`src/rtl/assert_macros.svh`:
```
// Assertion macros shared by the RTL files.
`ifndef ASSERT_MACROS_SVH
`define ASSERT_MACROS_SVH
// Concurrent implication checked on the rising clock edge outside reset.
`define ASSERT_IMPL(label, clk, rst_n, ante, cons) \
  label: assert property (@(posedge clk) disable iff (!rst_n) (ante) |-> (cons)) \
    else $error("assertion failed");
// Next-cycle implication checked on the rising clock edge outside reset.
`define ASSERT_NEXT(label, clk, rst_n, ante, cons) \
  label: assert property (@(posedge clk) disable iff (!rst_n) (ante) |=> (cons)) \
    else $error("assertion failed");
`endif

```
`src/rtl/v4mu_divsqrt.sv`:
```
// Shared radix-2 unit: restoring unsigned division or floor square root.
`default_nettype none
`include "assert_macros.svh"
module v4mu_divsqrt #(
  parameter int unsigned W = 64
) (
  input  wire logic         clk_i,
  input  wire logic         rst_ni,
  input  wire logic         start_i,
  input  wire logic         sqrt_i,
  input  wire logic [W-1:0] num_i,
  input  wire logic [W-1:0] den_i,
  output logic              busy_o,
  output logic              done_o,
  output logic [W-1:0]      res_o
);
  localparam int unsigned CntW = $clog2(W + 1);

  logic [W-1:0]    num_q, num_d, res_q, res_d, den_q;
  logic [W+1:0]    rem_q, rem_d;
  logic [CntW-1:0] cnt_q, cnt_d;
  logic            busy_q, busy_d, done_q, done_d, sqrt_q;
  logic [W+1:0]    trial, shifted;

  // Division shifts in one numerator bit per step; square root shifts in two.
  always_comb begin
    if (sqrt_q) begin
      shifted = {rem_q[W-1:0], num_q[W-1 -: 2]};
      trial   = {res_q, 2'b01};
    end else begin
      shifted = {rem_q[W:0], num_q[W-1]};
      trial   = {2'b00, den_q};
    end
    num_d  = sqrt_q ? (num_q << 2) : (num_q << 1);
    busy_d = busy_q;
    done_d = 1'b0;
    cnt_d  = cnt_q;
    rem_d  = rem_q;
    res_d  = res_q;
    if (start_i && !busy_q) begin
      busy_d = 1'b1;
      cnt_d  = sqrt_i ? CntW'(W / 2) : CntW'(W);
      rem_d  = '0;
      res_d  = '0;
      num_d  = num_i;
    end else if (busy_q) begin
      if (shifted >= trial) begin
        rem_d = shifted - trial;
        res_d = {res_q[W-2:0], 1'b1};
      end else begin
        rem_d = shifted;
        res_d = {res_q[W-2:0], 1'b0};
      end
      cnt_d = cnt_q - 1'b1;
      if (cnt_q == CntW'(1)) begin
        busy_d = 1'b0;
        done_d = 1'b1;
      end
    end
  end

  always_ff @(posedge clk_i or negedge rst_ni) begin
    if (!rst_ni) begin
      busy_q <= 1'b0;
      done_q <= 1'b0;
      cnt_q  <= '0;
    end else begin
      busy_q <= busy_d;
      done_q <= done_d;
      cnt_q  <= cnt_d;
    end
  end

  always_ff @(posedge clk_i) begin
    num_q <= num_d;
    rem_q <= rem_d;
    res_q <= res_d;
    if (start_i && !busy_q) begin
      den_q  <= den_i;
      sqrt_q <= sqrt_i;
    end
  end

  assign busy_o = busy_q;
  assign done_o = done_q;
  assign res_o  = res_q;

  `ASSERT_NEXT(a_done_after_busy, clk_i, rst_ni, done_q, !busy_q)
  `ASSERT_IMPL(a_cnt_live, clk_i, rst_ni, busy_q, cnt_q != '0)
endmodule
`default_nettype wire

```
`config.mk`:
```
export PLATFORM = sky130hd
export DESIGN_NAME = v4mu_divsqrt
export DESIGN_NICKNAME = d
export VERILOG_FILES = /design/src/rtl/v4mu_divsqrt.sv
export VERILOG_INCLUDE_DIRS = /design/src /design/src/rtl
export SDC_FILE = /design/constraint.sdc
export NUM_CORES = 1
export LEC_CHECK = 0
export BUFFER_PORTS_ARGS = -buffer_cell sky130_fd_sc_hd__buf_2
export CAP_MARGIN = 15
export CORE_AREA = 2 2 169 171
export DETAILED_ROUTE_END_ITERATION = 6
export DIE_AREA = 0 0 171 173
export HOLD_SLACK_MARGIN = 0.02
export PLACE_DENSITY = 0.77
export SLEW_MARGIN = 20
export SYNTH_ARGS = -nofsm -noshare
export SYNTH_HDL_FRONTEND = slang
export SYNTH_SLANG_ARGS = --single-unit
export TNS_END_PERCENT = 30
```
`constraint.sdc`:
```
create_clock -name clk_i -period 6.2 [get_ports clk_i]
set_input_delay 0.62 -clock clk_i [delete_from_list [all_inputs] [get_ports clk_i]]
set_output_delay 0.62 -clock clk_i [all_outputs]
set_load 0.005 [all_outputs]
```
# Yosys cells after proc, flatten, opt, wreduce, memory -nomap -nowiden
# Cells that the tools add are included.
[op_classes]
bitwise = 0
div_mod_pow = 0
n_reduce_logical = 3
multipliers = 0
shifts = 0
muxes = 15
addsub = 2
n_lt_le_gt_ge = 1
n_eq_ne = 1
[op_table]
columns = ["op", "count"]
rows = [
  ["2-to-1 mux 66 bit", 2],
  ["2-to-1 mux 64 bit", 2],
  [">= comparator 66 bit", 1],
  ["2-to-1 mux 65 bit", 1],
  ["subtractor 65 bit", 1],
  ["2-to-1 mux 7 bit", 3],
  ["equality test 7 x 1 -> 1 bit (second input constant)", 1],
  ["2-to-1 mux 1 bit", 7],
  ["subtractor 7 x 1 -> 7 bit (second input constant)", 1],
  ["nonzero test 2 bit", 1],
  ["logical AND 1 bit", 1],
  ["logical NOT 1 bit", 1],
]
[totals]
ramBits = 0
mem_count = 0
romBits = 0
reg_bits = 267
latchBits = 0
out_inout_bits = 66
wordCells = 30

# Longest topological paths before layout
[logic_depth]
word_depth = 4
mapped_depth = 21

# Worst setup path before layout
# No wires, ideal clock.
[synth_timing]
kind = "register to register"
startpoint = "reg sqrt_q"
endpoint = "reg rem_q[1]"
synth_period_minus_slack_ns = 4.781
t_arrival_ns = 4.663
n_path_buf = 7
required_time_ns = 6.083
path_slack_ns = 1.419
stages_incl_launch_ff = 20
path_cell_list = "edfxtp_1 -> clkbuf_1 -> clkbuf_1 -> buf_1 -> buf_1 -> clkbuf_1 -> mux2i_1 -> ha_1 -> clkbuf_1 -> a21oi_1 -> o21bai_1 -> a21o_1 -> a21oi_1 -> o211ai_1 -> a31oi_2 -> o41ai_4 -> a31oi_2 -> clkbuf_1 -> nand2_1 -> a32o_1"
[synth_via]
elab_chain_len = 3
[synth_lines]
columns = ["item", "line", "rtl"]
rows = [
  ["start, declared", "v4mu_divsqrt.sv:22", "logic busy_q, busy_d, done_q, done_d, sqrt_q;"],
  ["start signal, assigned", "v4mu_divsqrt.sv:80", "sqrt_q <= sqrt_i;"],
  ["2-to-1 mux 66 bit", "v4mu_divsqrt.sv:27", "if (sqrt_q) begin"],
  ["subtractor 65 bit / >= comparator 66 bit (equally long branches)", "v4mu_divsqrt.sv:48, v4mu_divsqrt.sv:47", ""],
  ["2-to-1 mux 65 bit (*)", "v4mu_divsqrt.sv:47", "if (shifted >= trial) begin"],
  ["end signal, assigned", "v4mu_divsqrt.sv:76", "rem_q <= rem_d;"],
  ["end, declared", "v4mu_divsqrt.sv:20", "logic [W+1:0] rem_q, rem_d;"],
]
# Mark *: on every way between the ends. The rest lies on a longest branch, timed or not.
# A chain may end at the register's enable or synchronous reset.

# Worst setup path in the final report
[layout_timing]
startpoint = "reg sqrt_q"
endpoint = "reg rem_q[63]"
# The elaborated chain is that of the path after synthesis.

==> out/metrics.csv <==
metric,value,unit
Clock transition at path regs,0.06,ns
final worst-path cycle share,79.9,%
Num CTS Buffers,28,
share of cells above drive strength 1,18.3,%
WS Path Type,register to register,
Residual DRC,0,
crit end category,register,
sequential fraction of design power,27.7,%
CP max FO,45,
first-pass GRT wire length,61100,um
crit path DAT,5.41,ns
Internal,6.09,mW
Max Freq,202,MHz
Mapped Nets,1911,
First-pass DRT Iterations,5,
Layout Nets,2044,
Final HPWL DP,26100,um
outcome,"finished, final reports clean",
initial core utilization,54.4,%
setup TNS,0,ns
Util after Layout,62.3,%
top-area cell type share of the netlist area,25.7,%
#FFs+latches synth,267,
RSZ-0062 raised after global routing,false,
Fin Clk Skew,0.0160,ns
ys async rst share,3.37,%
CTS max path bufs,3,
prevailing post-synth register cell,dfxtp_1,
share of power burned in combinational logic,55.7,%
CTS root buf,clkbuf_16,
Post-Place Worst Slack,1.28,ns
Slew headroom,38.0,%
Die X-Extent,171,um
most frequent cells after synthesis,"nand2_1, dfxtp_1, o21ai_0",
initial antenna violation count,1,
Total GRT Usage,24.8,%
synthesis-to-layout area growth,14.5,%
vias post-DR,12900,
most common cell in the synthesized netlist,nand2_1,
# H-tree levels,1,
via/cell ratio,5.75,
Least-Margin Pin Slew,0.930,ns
# diodes,0,
row count,61,
fillers,2410,
Gate Count Post-Synth,1710,
overall power,10.8,mW
post-synthesis sequential area ratio,40.2,%
Yosys cell types,64,
Ports,198,
switching part of the total,43.4,%
clk_lat worst skew,0.56,ns
Power Density,625,mW/mm2
WHS,0.232,ns
synthesized area,0.0150,mm2
leakage power,7.26,nW
WL final,37500,um
GR Overflow Total,0,
largest net degree at the start of global routing,192,
DIE HEIGHT,173,um
pins over their slew limit,0,
worst hold path type,primary input to register,
CTS tree,built,
Net Switching,4.67,mW
leading area contributor after synthesis,dfxtp_1,
clk sinks,267,
Setup WS post-layout,1.24,ns
synth warn,0,
Clk pwr share,16.6,%
endpoints failing setup,0,
WP data required,6.65,ns
final hold vios,0,
synth top area cells,"dfxtp_1, edfxtp_1, mux2i_1",
Die ar.,0.0296,mm2
Final ANT Viol Nets,0,
syn avg cell area,8.79,um2
1st-iter DRT viols,840,
CP startpoint kind,register,
drt wl/cell,16.7,um
max-cap violations,0,
"EDFF count, synth",65,
vias in the first global route,12400,
maximum VDD drop,261,uV
RD Place Congestion,0.960,
PortBufs,197,
Final min period,4.96,ns
core area,0.0276,mm2
-- power by group through the flow --
stage / sequential, mW / combinational [mW] / clock, mW
global route: 3.07 / 6.67 / 1.91
CTS: 2.97 / 5.94 / 1.83
global placement: 2.97 / 5.76 / 0
finish: 2.98 / 6.00 / 1.79
detailed placement: 3.00 / 5.89 / 0
floorplan: 2.88 / 4.56 / 0
-- registers in the layout (all words and copies together) (netlist names) --
| signal | cells |
|---|---|
| rem_q | 65 |
| cnt_q | 7 |
| num_q | 64 |
| res_o | 64 |
| sqrt_q | 1 |
| done_o | 1 |
| busy_o | 1 |
| den_q | 64 |
-- timing repair --
action                                  CTS  global route
hold buffers                              1             0
resized for setup                         0             0
endpoints found under the setup margin    0             0
hold endpoints to repair                  9             0
setup buffers                             0             0
-- placed cells by master, fill, tap and decap left out, drive strengths merged, types with 4 or more instances in the layout --
cell,n
nand2,306
o21ai,231
buf,209
dfxtp,193
mux2i,132
a21oi,132
nor2,76
ha,68
edfxtp,65
mux2,64
xnor2,37
clkbuf,35
a21o,32
nand4,30
xor2,26
inv,23
nor3,20
o21bai,20
a32oi,17
a31oi,13
a22o,12
nand3,10
clkinv,10
dfrtp,9
and3,8
o21a,7
o211ai,7
or2,7
nand2b,6
or3,6
nor4,5
bufinv,5
nor2b,4
o22ai,4
o31ai,4
-- critical path, cell delays in order (launching register included) --
cell       delay, ns
edfxtp_1        0.64
buf_4           0.57
mux2i_1         0.20
ha_1            0.39
and2b_1         0.18
o2111ai_1       0.15
a2111oi_2       0.38
nor2_1          0.13
o21ai_2         0.27
a31oi_2         0.23
o41ai_4         0.60
a31oi_4         0.34
buf_12          0.29
nand2_1         0.09
o41ai_1         0.07
a221o_1         0.30
-- cells by family after synthesis --
logic type / count (synthesis) / share of synthesized area, %
xor+xnor: 63 / 3.67
simple gates: 484 / 13.6
fa+ha+maj: 69 / 5.79
mux: 196 / 13.6
buf+inv: 128 / 3.48
compound gates: 503 / 19.7
flops: 267 / 40.2
-- routing by layer --
layer	up-vias	GRT usage [%]	wire length (um)
met1	6019	33.0	16500
li1	6413	-	-
met2	422	41.0	17300
met5	-	0	0
met4	0	5.33	588
met3	46	5.97	3120
-- final timing paths --
| check | from | slack, ns | cells past startpoint | to |
|---|---|---|---|---|
| min in group asynchronous | rst_ni | 0.45 | 2 | busy_o$_DFF_PN0_ |
| worst min-delay path | den_i[10] | 0.23 | 1 | den_q[10]$_DFFE_PP_ |
| max in group asynchronous | rst_ni | 5.53 | 2 | busy_o$_DFF_PN0_ |
| worst max register to register | sqrt_q$_DFFE_PP_ | 1.24 | 15 | rem_q[63]$_SDFFE_PP0P_ |
| worst min register to register | rem_q[56]$_SDFFE_PP0P_ | 0.46 | 2 | rem_q[56]$_SDFFE_PP0P_ |
| worst max-delay path | sqrt_q$_DFFE_PP_ | 1.24 | 15 | rem_q[63]$_SDFFE_PP0P_ |
-- area by class of cell --
| class | instances | area, um2 | area share (%) |
|---|---|---|---|
| flip-flops and latches | 267 | 6040 | 35.1 |
| well taps | 378 | 473 | 2.75 |
| clock buffers | 35 | 767 | 4.45 |
| inverters | 21 | 78.8 | 0.458 |
| multi-input cells | 1315 | 8500 | 49.3 |
| repair buffers | 210 | 1140 | 6.60 |
| clock inverters | 17 | 226 | 1.32 |
-- metrics by stage --
step           cells  area, um2
6_report        2243      17200
5_1_grt         2243      17200
4_1_cts         2243      17200
3_5_place_dp    2190      16200
3_3_place_gp    2190      16200
2_1_floorplan   1710      15000
Power figures use the tool's default switching activity.
